<file path="src/design/cltok_pkg.sv">
`default_nettype none
// ----------------------------------------------------------------------------
// Config line tokeniser package
// Shared constants, character codes, token classes and the structs passed
// between the line tokeniser core, the result queue and the top level.
// ----------------------------------------------------------------------------
package cltok_pkg;

   // Column limit; columns saturate here
   localparam int LINE_LEN    = 1024;
   localparam int COL_W       = 11;
   localparam int CHAR_W      = 8;

   // At most three results per character: closed token, token closed at
   // line end, end-of-line marker
   localparam int MAX_RESULTS = 3;

   // Result queue; depth must be a power of two
   localparam int FIFO_DEPTH  = 4;
   localparam int FIFO_PTR_W  = $clog2(FIFO_DEPTH);
   localparam int FIFO_CNT_W  = $clog2(FIFO_DEPTH + 1);

   localparam logic [COL_W-1:0] COL_LIMIT = COL_W'(LINE_LEN);

   // Character codes
   localparam logic [CHAR_W-1:0] CH_SPACE  = 8'h20;
   localparam logic [CHAR_W-1:0] CH_TAB    = 8'h09;
   localparam logic [CHAR_W-1:0] CH_DOLLAR = 8'h24;
   localparam logic [CHAR_W-1:0] CH_ZERO   = 8'h30;
   localparam logic [CHAR_W-1:0] CH_NINE   = 8'h39;
   localparam logic [CHAR_W-1:0] CH_LT     = 8'h3C;
   localparam logic [CHAR_W-1:0] CH_EQ     = 8'h3D;
   localparam logic [CHAR_W-1:0] CH_GT     = 8'h3E;
   localparam logic [CHAR_W-1:0] CH_BANG   = 8'h21;
   localparam logic [CHAR_W-1:0] CH_COMMA  = 8'h2C;
   localparam logic [CHAR_W-1:0] CH_LPAREN = 8'h28;
   localparam logic [CHAR_W-1:0] CH_RPAREN = 8'h29;
   localparam logic [CHAR_W-1:0] CH_COLON  = 8'h3A;
   localparam logic [CHAR_W-1:0] CH_DQUOTE = 8'h22;
   localparam logic [CHAR_W-1:0] CH_SQUOTE = 8'h27;
   localparam logic [CHAR_W-1:0] CH_SEMI   = 8'h3B;
   localparam logic [CHAR_W-1:0] CH_X      = 8'h78;
   localparam logic [CHAR_W-1:0] CH_LO_A   = 8'h61;
   localparam logic [CHAR_W-1:0] CH_LO_F   = 8'h66;
   localparam logic [CHAR_W-1:0] CH_UP_A   = 8'h41;
   localparam logic [CHAR_W-1:0] CH_UP_F   = 8'h46;

   typedef enum logic [2:0] {
      CLS_SPACE   = 3'd0,
      CLS_NUMBER  = 3'd1,
      CLS_COMPARE = 3'd2,
      CLS_DELIM   = 3'd3,
      CLS_NAME    = 3'd4,
      CLS_STRING  = 3'd5,
      CLS_NONE    = 3'd7
   } class_type;

   typedef enum logic {
      KIND_TOKEN = 1'b0,
      KIND_EOL   = 1'b1
   } kind_type;

   typedef struct packed {
      class_type               prev_class;
      logic                    token_open;
      logic [COL_W-1:0]        column;
      logic [COL_W-1:0]        token_start;
      logic [CHAR_W-1:0]       last_char;
      logic                    in_comment;
      logic                    overflowed;
   } line_state_type;

   localparam line_state_type LINE_RESET = '{
      prev_class:  CLS_NONE,
      token_open:  1'b0,
      column:      '0,
      token_start: '0,
      last_char:   '0,
      in_comment:  1'b0,
      overflowed:  1'b0
   };

   typedef struct packed {
      kind_type                kind;
      class_type               token_class;
      logic [COL_W-1:0]        start_col;
      logic [COL_W-1:0]        end_col;
      logic                    too_long;
   } result_type;

   typedef struct packed {
      logic [MAX_RESULTS-1:0]  valid;
      result_type [MAX_RESULTS-1:0] item;
   } result_set_type;

   typedef struct packed {
      logic [FIFO_CNT_W-1:0]   level;
      logic                    room;
   } fifo_status_type;

   // Sort one character into its class
   function automatic class_type classify(input logic [CHAR_W-1:0] c);
      class_type cls;
      if (c == CH_SPACE || c == CH_TAB)
         cls = CLS_SPACE;
      else if (c == CH_DOLLAR || (c >= CH_ZERO && c <= CH_NINE))
         cls = CLS_NUMBER;
      else if (c == CH_LT || c == CH_EQ || c == CH_GT || c == CH_BANG)
         cls = CLS_COMPARE;
      else if (c == CH_COMMA || c == CH_LPAREN || c == CH_RPAREN || c == CH_COLON)
         cls = CLS_DELIM;
      else if (c == CH_DQUOTE || c == CH_SQUOTE)
         cls = CLS_STRING;
      else
         cls = CLS_NAME;
      return cls;
   endfunction

   function automatic logic is_hex_letter(input logic [CHAR_W-1:0] c);
      return (c >= CH_LO_A && c <= CH_LO_F) || (c >= CH_UP_A && c <= CH_UP_F);
   endfunction

endpackage
`default_nettype wire

</file>
<file path="src/design/cltok_core.sv">
`default_nettype none
// ----------------------------------------------------------------------------
// Line tokeniser core
// Per-character classification and token boundary logic: from the current
// line state and one character, work out the next state and up to three
// results, in order.
// ----------------------------------------------------------------------------
module cltok_core
   import cltok_pkg::*;
(
   input  logic [CHAR_W-1:0] ch,
   input  logic              line_end,
   input  line_state_type    line_cur,
   output line_state_type    line_nxt,
   output result_set_type    results
);

   class_type          cls;
   logic [COL_W-1:0]   col_next;
   logic               ovf;
   logic               zero_x;
   logic               fresh;
   logic               tok_put;
   line_state_type     mid;
   result_type         tok_res;
   result_type         tail_res;
   result_type         eol_res;

   always_comb begin
      cls      = classify(ch);
      col_next = (line_cur.column < COL_LIMIT) ? (line_cur.column + COL_W'(1)) : COL_LIMIT;
      ovf      = line_cur.overflowed | (line_cur.column >= COL_LIMIT);
      // '0x' prefix: an 'x' right after a one-character '0' number
      zero_x   = (ch == CH_X) && (line_cur.last_char == CH_ZERO) &&
                 (({1'b0, line_cur.token_start} + (COL_W+1)'(1)) ==
                  {1'b0, line_cur.column});

      mid            = line_cur;
      mid.overflowed = ovf;
      mid.last_char  = ch;
      mid.column     = col_next;

      fresh   = 1'b0;
      tok_put = 1'b0;
      tok_res = '{kind: KIND_TOKEN, token_class: line_cur.prev_class,
                  start_col: line_cur.token_start, end_col: line_cur.column,
                  too_long: ovf};

      if (!line_cur.in_comment) begin
         if (line_cur.prev_class != CLS_STRING && ch == CH_SEMI) begin
            // Comment mark: close the open token, drop the rest of the line
            tok_put        = line_cur.token_open;
            mid.token_open = 1'b0;
            mid.in_comment = 1'b1;
         end else begin
            case (line_cur.prev_class)
               CLS_SPACE: begin
                  fresh = (cls != CLS_SPACE);
               end
               CLS_NUMBER: begin
                  if (ch == CH_DOLLAR)
                     fresh = 1'b1;
                  else if (zero_x || is_hex_letter(ch))
                     fresh = 1'b0;
                  else
                     fresh = (cls != CLS_NUMBER);
               end
               CLS_COMPARE: begin
                  fresh = (cls != CLS_COMPARE);
               end
               CLS_DELIM: begin
                  fresh = 1'b1;
               end
               CLS_NAME: begin
                  if (cls == CLS_NUMBER)
                     fresh = (ch == CH_DOLLAR);
                  else
                     fresh = (cls != CLS_NAME);
               end
               CLS_STRING: begin
                  if (line_cur.token_open) begin
                     // Closing quote ends the string just past itself
                     if (cls == CLS_STRING) begin
                        tok_put         = 1'b1;
                        tok_res.end_col = col_next;
                        mid.token_open  = 1'b0;
                     end
                  end else begin
                     fresh = 1'b1;
                  end
               end
               default: begin
                  // Start of line: leading whitespace opens a space token
                  if (cls == CLS_SPACE) begin
                     mid.token_start = line_cur.column;
                     mid.token_open  = 1'b1;
                     mid.prev_class  = CLS_SPACE;
                  end else begin
                     fresh = 1'b1;
                  end
               end
            endcase

            // New class: close the open token, open the next unless a space
            if (fresh) begin
               tok_put        = line_cur.token_open;
               mid.token_open = 1'b0;
               mid.prev_class = cls;
               if (cls != CLS_SPACE) begin
                  mid.token_start = line_cur.column;
                  mid.token_open  = 1'b1;
               end
            end
         end
      end

      tail_res = '{kind: KIND_TOKEN, token_class: mid.prev_class,
                   start_col: mid.token_start, end_col: col_next, too_long: ovf};
      eol_res  = '{kind: KIND_EOL, token_class: CLS_SPACE,
                   start_col: '0, end_col: col_next, too_long: ovf};

      results.valid   = {line_end, line_end & mid.token_open, tok_put};
      results.item[0] = tok_res;
      results.item[1] = tail_res;
      results.item[2] = eol_res;

      line_nxt = line_end ? LINE_RESET : mid;
   end

endmodule
`default_nettype wire

</file>
<file path="src/design/cltok_fifo.sv">
`default_nettype none
// ----------------------------------------------------------------------------
// Line tokeniser result queue
// Small register queue that takes up to three results in one cycle, packed
// in order, and hands them out one per cycle while pop_ready is high.
// ----------------------------------------------------------------------------
module cltok_fifo
   import cltok_pkg::*;
(
   input  logic            clock,
   input  logic            reset,
   input  logic            push_en,
   input  result_set_type  push,
   output logic            pop_valid,
   input  logic            pop_ready,
   output result_type      head,
   output fifo_status_type status
);

   result_type [FIFO_DEPTH-1:0]       slot_ff, slot_in;
   logic [FIFO_PTR_W-1:0]             wr_ptr_ff, wr_ptr_in;
   logic [FIFO_PTR_W-1:0]             rd_ptr_ff, rd_ptr_in;
   logic [FIFO_CNT_W-1:0]             level_ff, level_in;
   logic [FIFO_PTR_W-1:0]             wr_addr [MAX_RESULTS];
   logic [MAX_RESULTS-1:0]            wr_en;
   logic [FIFO_CNT_W-1:0]             offs;
   logic                              pop;

   // Pack valid results into consecutive slots
   always_comb begin
      offs = '0;
      for (int i = 0; i < MAX_RESULTS; i++) begin
         wr_en[i]   = push_en & push.valid[i];
         wr_addr[i] = wr_ptr_ff + offs[FIFO_PTR_W-1:0];
         offs       = offs + FIFO_CNT_W'(wr_en[i]);
      end
   end

   // Place valid results in their slots
   always_comb begin
      slot_in = slot_ff;
      for (int i = 0; i < MAX_RESULTS; i++) begin
         if (wr_en[i]) begin
            slot_in[wr_addr[i]] = push.item[i];
         end
      end
   end

   assign pop       = pop_valid & pop_ready;
   assign pop_valid = (level_ff != '0);
   assign head      = slot_ff[rd_ptr_ff];
   assign wr_ptr_in = wr_ptr_ff + offs[FIFO_PTR_W-1:0];
   assign rd_ptr_in = rd_ptr_ff + FIFO_PTR_W'(pop);
   assign level_in  = level_ff + offs - FIFO_CNT_W'(pop);

   assign status.level = level_ff;
   assign status.room  = (level_ff <= FIFO_CNT_W'(FIFO_DEPTH - MAX_RESULTS));

   // Advance pointers and fill level
   always_ff @(posedge clock) begin
      if (reset) begin
         wr_ptr_ff <= '0;
         rd_ptr_ff <= '0;
         level_ff  <= '0;
      end else begin
         wr_ptr_ff <= wr_ptr_in;
         rd_ptr_ff <= rd_ptr_in;
         level_ff  <= level_in;
      end
   end

   // Store results
   always_ff @(posedge clock) begin
      slot_ff <= slot_in;
   end

endmodule
`default_nettype wire

</file>
<file path="src/design/config_line_tokenizer_unit.sv">
`default_nettype none
// ----------------------------------------------------------------------------
// Config line tokeniser unit
// Splits a text line, streamed one character per request, into classified
// tokens with start and end columns, followed by an end-of-line marker.
// ----------------------------------------------------------------------------
// One character is taken per clock while the queue has room. Each character is
// classified and its token boundaries resolved combinationally against the
// registered line state, and its results (none, one, or up to three on the last
// character of a line) go into a four-entry result queue that drains one result
// per cycle while rsp_tready is high. A request is accepted whenever the queue
// has room for three results, so with rsp_tready high a stream that yields at
// most one result per character runs at one character per cycle even while a
// result waits; characters that yield several results hold the input for the
// extra drain cycles. Columns saturate at LINE_LEN and set too_long for the
// rest of the line. There is no configuration and no clearing pass after reset.
module config_line_tokenizer_unit
   import cltok_pkg::*;
(
   input  logic        clock,
   input  logic        reset,
   // Character request
   input  logic        req_tvalid,
   output logic        req_tready,
   input  logic [7:0]  req_tdata,   // [7:0] ch
   input  logic        req_tlast,   // line_end
   // Token results
   output logic        rsp_tvalid,
   input  logic        rsp_tready,
   output logic [31:0] rsp_tdata,   // [2:0] token_class, [13:3] start_col,
                                    // [24:14] end_col, [25] too_long, rest zero
   output logic        rsp_tuser    // kind
);

   line_state_type  line_ff, line_in;
   result_set_type  results;
   result_type      head;
   fifo_status_type fifo_stat;
   logic            accept;

   assign req_tready = fifo_stat.room;
   assign accept     = req_tvalid & req_tready;

   cltok_core u_core (
      .ch       (req_tdata),
      .line_end (req_tlast),
      .line_cur (line_ff),
      .line_nxt (line_in),
      .results  (results)
   );

   // Hold line state until a character is accepted
   always_ff @(posedge clock) begin
      if (reset) begin
         line_ff <= LINE_RESET;
      end else if (accept) begin
         line_ff <= line_in;
      end
   end

   cltok_fifo u_fifo (
      .clock     (clock),
      .reset     (reset),
      .push_en   (accept),
      .push      (results),
      .pop_valid (rsp_tvalid),
      .pop_ready (rsp_tready),
      .head      (head),
      .status    (fifo_stat)
   );

   // Pack the result at the head of the queue
   assign rsp_tdata = {6'b0, head.too_long, head.end_col, head.start_col,
                       head.token_class};
   assign rsp_tuser = head.kind;

`ifndef NO_ASSERTIONS
   // The last character of a line returns the line state to its start
   a_line_clear: assert property (@(posedge clock) disable iff (reset)
      (req_tvalid && req_tready && req_tlast) |=>
         (line_ff.column == '0 && !line_ff.token_open && !line_ff.in_comment))
      else $error("line state not cleared after line end");

   // No token stays open once a comment has started
   a_comment_closed: assert property (@(posedge clock) disable iff (reset)
      line_ff.in_comment |-> !line_ff.token_open)
      else $error("token open inside comment");

   // Queue never overfills
   a_fifo_level: assert property (@(posedge clock) disable iff (reset)
      fifo_stat.level <= FIFO_CNT_W'(FIFO_DEPTH))
      else $error("result queue overflow");

   // Column counter saturates at the limit
   a_column_sat: assert property (@(posedge clock) disable iff (reset)
      line_ff.column <= COL_LIMIT)
      else $error("column beyond limit");
`endif

endmodule
`default_nettype wire

</file>
<file path="config.mk">
export PLATFORM = sky130hd
export DESIGN_NAME = config_line_tokenizer_unit
export DESIGN_NICKNAME = d
export VERILOG_FILES = /design/src/design/cltok_pkg.sv /design/src/design/cltok_core.sv /design/src/design/cltok_fifo.sv /design/src/design/config_line_tokenizer_unit.sv
export SDC_FILE = /design/constraint.sdc
export NUM_CORES = 1
export LEC_CHECK = 0
export BUFFER_PORTS_ARGS = -buffer_cell sky130_fd_sc_hd__buf_2
export CORE_UTILIZATION = 50
export DETAILED_ROUTE_END_ITERATION = 6
export PLACE_DENSITY = 0.77
export SLEW_MARGIN = 20
export SYNTH_ARGS = -nofsm -noshare
export SYNTH_HDL_FRONTEND = slang
export SYNTH_SLANG_ARGS = --single-unit
export TNS_END_PERCENT = 30
</file>
<file path="constraint.sdc">
create_clock -name clock -period 9.5 [get_ports clock]
set_clock_uncertainty 0.2 [all_clocks]
set_input_delay 1.425 -clock clock [delete_from_list [all_inputs] [get_ports clock]]
set_output_delay 1.425 -clock clock [all_outputs]
set_load 0.01 [all_outputs]
</file>
[After elaboration in Yosys (flattened, before gate mapping)]
Index checks and enable logic that the tools add are counted.
Word-level totals
  logic and storage cells: 175
  output and inout port bits: 35
  bits in registers: 151
Cells by class
  muxes and demuxes: 58
  add/sub/neg operators: 10
  reductions and logical operators: 26
  bitwise operators: 7
  eq/ne operators: 28
  magnitude comparators: 16
Operators by type and width (number)
  108-bit bitwise mux: 3
  108-bit two-way mux: 3
  27-bit demux with 2-bit select: 3
  11-bit two-way mux: 12
  8-bit by 6-bit == test with 1-bit output (second input constant): 14
  27-bit two-way mux: 4
  27-bit binary-select mux with 2-bit select: 1
  36-bit two-way mux: 1
  1-bit two-way mux: 20
  3-bit two-way mux: 6
  8-bit by 7-bit greater-or-equal comparator with 1-bit output (second input constant): 2
  8-bit by 7-bit <= comparator with 1-bit output (second input constant): 2
  11-bit by 1-bit adder with 12-bit output (second input constant): 1
  12-bit by 11-bit == test with 1-bit output: 1
  2-bit by 3-bit < comparator with 1-bit output (second input constant): 4
  4-bit two-way mux: 3
  11-bit by 1-bit adder with 11-bit output (second input constant): 1
  11-bit greater-or-equal comparator (second input constant): 1
  1-bit logical OR: 11
  11-bit < comparator (second input constant): 1
  3-bit == test (second input constant): 3
  1-bit logical AND: 9
  8-bit by 4-bit == test with 1-bit output (second input constant): 1
  8-bit by 7-bit == test with 1-bit output (second input constant): 1
  other kinds (23): 37

[Depth between registers and ports, before layout]
  depth in word-level cells: 27
  depth in mapped cells: 22
  gate-level depth less buffers: 20

[Hierarchy]
A second synthesis with hierarchy kept.
Unflattened totals
  cells, all modules: 1396
  area, all modules: 11414.7 um^2
Modules (own cells, without submodules)
  cltok_fifo: instances 1, cells each 884, seq. area each 2302.2 um^2, area each 7148.1 um^2
  cltok_core: instances 1, cells each 342, seq. area each 0.0 um^2, area each 2312.2 um^2
  config_line_tokenizer_unit: instances 1, cells each 170, seq. area each 720.7 um^2, area each 1954.4 um^2

[Worst setup path before layout]
Ideal clock, no wire load.
  path type: input to register
  from: input req_tdata[0]
  to: register u_fifo.slot_ff[0] in the netlist's numbering
  path slack: 3861 ps
  arrival time: 5317 ps
  setup time: 122 ps
  buffers on the path: 3
  required time: 9178 ps
  stages: 19
  cell sequence: buf_6 > buf_4 > or4b_1 > o2bb2ai_1 > a31o_2 > o41ai_4 > nor3_4 > o22ai_2 > o21ai_2 > inv_1 > ha_1 > ha_1 > xnor2_1 > xnor2_1 > nor3_1 > o21ba_2 > buf_2 > a21oi_1 > nor2_1
RTL lines
  start, declared: line config_line_tokenizer_unit.sv:25  | input logic [7:0] req_tdata,
  end signal, assigned: line cltok_fifo.sv:74  | slot_ff <= slot_in;
  end, declared: line cltok_fifo.sv:20  | result_type [FIFO_DEPTH-1:0] slot_ff, slot_in;

==> flow_metrics.tcl <==
set metrics [dict create \
    postSynthCellCount 941 \
    dpl.cell_count 1127 \
    detailedRoute.firstIterationViolations 968 \
    rsz0062_at_grt "false" \
    async_reset_ff_share_pct 0 \
    placement.io_buffers 41 \
    synthesis.area_per_instance_sq_um 9.391 \
    drtAntennaViolNets 0 \
    clock_pin_slew_on_the_worst_setup_and_hold_paths_ns 0.06 \
    timing.final.ws_setup_ns 3.222 \
    timing.hold.worst.start "line_ff[9]$_SDFFE_PP0P_" \
    design.core.area_sq_um 17300 \
    layout.cell_area.non_filler_sq_um 9510 \
    postCtsSetupBuffers 0 \
    netlist-cell-type-count 89 \
    initial_utilization_pct 51.09 \
    cp.arrival_ns 6.40 \
    prevailing_post_synth_register_cell "sky130_fd_sc_hd__dfxtp_1" \
    core.rowCount 48 \
    cp_max_fo 14 \
    maxSlewViolCount 0 \
    tritoncts.num_buffers 17 \
    syn2layout_area_growth_pct 7.617 \
    maxClockFrequency_mhz 159.3 \
    dieArea_sq_um 18210 \
    route.detailed.drc 0 \
    cts_tree "built" \
    postPlaceCellArea_sq_um 8939 \
    worst_hold_path_type "flip-flop to flip-flop" \
    gr-total-overflow 0 \
    static-leakage-power_uw 0.003801 \
    outcome "finished clean" \
    timing.final.crit_period_ns 6.278 \
    grt_pass1_wl_um 38030 \
    antennaDiodeCount 0 \
    nNetsFinal 948 \
    detailedPlacementHpwl_um 14880 \
    first_global_vias 6999 \
    worstHoldPathCells 2 \
    maximum_number_of_pins_on_one_net_before_global_route_repair 43 \
    pre_cts_slack_ns 2.954 \
    detailedRoute.firstPassIterationCount 5 \
    clk_path_buf_depth 2 \
    clock-sinks 151 \
    r2r_setup_slk_ns 3.60 \
    io_pins 48 \
    worst-setup-path-type "primary input to flip-flop" \
    ff2ff_path_depth 18 \
    max-slew-margin-rel_pct 19.27 \
    postCtsResizedCells 0 \
    crit-reg2reg-capture "u_fifo.slot_ff[81]$_DFF_P_" \
    synth.yosys.warnings 0 \
    timing.hold.worst_endpoint "line_ff[9]$_SDFFE_PP0P_" \
    cap_violations 0 \
    cts_hold_buffers 0 \
    final_tns_setup_ns 0 \
    ir_worst_vdd_mv 0.1477 \
    final.period_utilization_pct 66.08 \
    critical_path.startpoint_type "primary input" \
    syn_area_sq_um 8837 \
    endpoint_kind "flip-flop" \
    final-instance-count-excl-fill 1159 \
    average_via_count_per_standard_cell 6.503 \
    nFillCells 1520 \
    synth.yosys.seq_area_share_pct 34.21 \
    power.density_nw_per_um2 246.6 \
    final_hold_viol_count 0 \
    gp_congestion 0.8920 \
    dieWidth_um 134.9 \
    synth-edff-count 0 \
    r2r-start "line_ff[31]$_SDFFE_PP0P_" \
    clk_latency_ns 0.44 \
    worstSetupStartpoint "req_tdata[1]" \
    global_route.usage.total_pct 27.10 \
    vias_after_detailed_routing 7537 \
    totalWireLength_um 24010 \
    timing_worst_slew_pin_value_ns 1.210 \
    ctsRootBufferMaster "sky130_fd_sc_hd__clkbuf_16" \
    route.detailed.wl_per_inst_um 20.72 \
    cts_max_level 4 \
    setup_violation_total_in_the_final_timing_report 0 \
    grt_antenna_before_repair 0 \
    die_y_um 134.9 \
    cp_data_required_time_ns 9.62 \
    yosys_register_bits 151 \
    drive_gt1_share_pct 20.66 \
]
[how the worst max path moves through the flow]
stage	end	slack [ns]	cells after the start
floorplan	u_fifo.slot_ff[0]$_DFF_P_	3.86	19
global placement	u_fifo.slot_ff[81]$_DFF_P_	3.05	19
detailed placement	u_fifo.slot_ff[81]$_DFF_P_	2.95	19
CTS	u_fifo.slot_ff[81]$_DFF_P_	3.31	19
global route	u_fifo.slot_ff[88]$_DFF_P_	2.85	20
finish	u_fifo.slot_ff[81]$_DFF_P_	3.22	19
[per-layer routing]
metal / share of wire, % / routed length, um / GRT usage, % / vias up
li1: - / - / - / 3435
met1: 44 / 10450 / 37.05 / 3646
met2: 45 / 10780 / 41.78 / 400
met3: 9.0 / 2161 / 5.818 / 56
met4: 2.6 / 618 / 10.36 / 0
met5: 0 / 0 / 0 / -
[power breakdown]
part / switching (uW) / internal, uW
logic: 379 / 373
clock network: 282 / 380
registers: 129 / 802
total: 790 / 1560
[flip-flops by register name (all words and copies together), names as in the netlist]
name / count
u_fifo.slot_ff: 108
line_ff: 36
u_fifo.level_ff: 3
u_fifo.rd_ptr_ff: 2
u_fifo.wr_ptr_ff: 2
[synthesized netlist by cell type (19+ instances only)]
master                     instances  share of area [%]
sky130_fd_sc_hd__a211oi_1         30                2.5
sky130_fd_sc_hd__a21oi_1          20                1.1
sky130_fd_sc_hd__a22oi_1          49                4.2
sky130_fd_sc_hd__buf_2            23                1.3
sky130_fd_sc_hd__clkbuf_1         46                2.0
sky130_fd_sc_hd__dfxtp_1         151                 34
sky130_fd_sc_hd__mux2_2           24                3.1
sky130_fd_sc_hd__mux2i_1          56                6.3
sky130_fd_sc_hd__mux4_2           27                6.9
sky130_fd_sc_hd__nand2_1          36                1.5
sky130_fd_sc_hd__nor2_1          117                5.0
sky130_fd_sc_hd__o22ai_1          39                2.8
sky130_fd_sc_hd__xnor2_1          19                1.9
[through the flow]
| step | power (uW) | hold WS (ns) | utilization, % |
|---|---|---|---|
| after floorplan | 1477 | 0.2274 | - |
| after global placement | 1657 | 0.2348 | 51.68 |
| after detailed placement | 1681 | 0.2443 | 51.68 |
| after CTS | 2339 | 0.2511 | 54.97 |
| after global routing | 2458 | 0.2642 | 54.98 |
| final | 2346 | 0.2529 | 54.98 |
[worst max-delay path: stages]
cell	delay, ns
sky130_fd_sc_hd__buf_2	0.17
sky130_fd_sc_hd__nor4b_1	0.48
sky130_fd_sc_hd__and4bb_2	0.30
sky130_fd_sc_hd__o2111ai_1	0.10
sky130_fd_sc_hd__nand4bb_1	0.27
sky130_fd_sc_hd__nor3_4	0.24
sky130_fd_sc_hd__o22ai_2	0.18
sky130_fd_sc_hd__o21ai_2	0.37
sky130_fd_sc_hd__inv_1	0.09
sky130_fd_sc_hd__ha_1	0.30
sky130_fd_sc_hd__ha_1	0.19
sky130_fd_sc_hd__xnor2_1	0.26
sky130_fd_sc_hd__xnor2_1	0.24
sky130_fd_sc_hd__nand3_1	0.17
sky130_fd_sc_hd__o21ai_0	0.16
sky130_fd_sc_hd__and2_1	0.19
sky130_fd_sc_hd__o31a_1	0.47
sky130_fd_sc_hd__or2_1	0.42
sky130_fd_sc_hd__mux2_1	0.36
[cell usage in the layout (no fill, tap or decap), drive strengths merged, types with 9 or more instances in the layout]
master / count
dfxtp: 151
nor2: 122
mux2i: 56
buf: 54
a22oi: 49
a211oi: 44
o22ai: 40
nand2: 38
mux2: 32
mux4: 27
clkbuf: 21
a21oi: 20
xnor2: 19
o21ai: 19
inv: 15
nor3: 15
nand3: 14
or2: 13
nor2b: 12
ha: 12
and3: 11
nand3b: 11
xor2: 10
nand2b: 9
nor4: 9
a221oi: 9
[logic make-up (layout without fill, tap and decap cells)]
family                   count (synthesis)  in the layout  synth area share, %
multiplexers                           115            115                17.47
AND/OR/NAND/NOR                        288            288                16.85
XOR/XNOR                                29             29                2.874
flip-flops                             151            151                34.21
AO/OA/AOI/OAI                          230            230                19.88
other                                    1              6              0.04243
buffers and inverters                  113            101                6.527
adder cells (fa/ha/maj)                 14             14                2.152
[area by class of cell]
cell class	instances	area [sq um]	share of cell area, %
timing repair buffer	54	302.8	3.184
sequential	151	3027	31.82
clock buffer	21	470.5	4.947
tap	225	281.5	2.960
clock inverter	11	98.84	1.039
multi-input combinational	682	5274	55.45
inverter	15	56.30	0.5920
No activity file was read; power rests on OpenSTA's default activity.
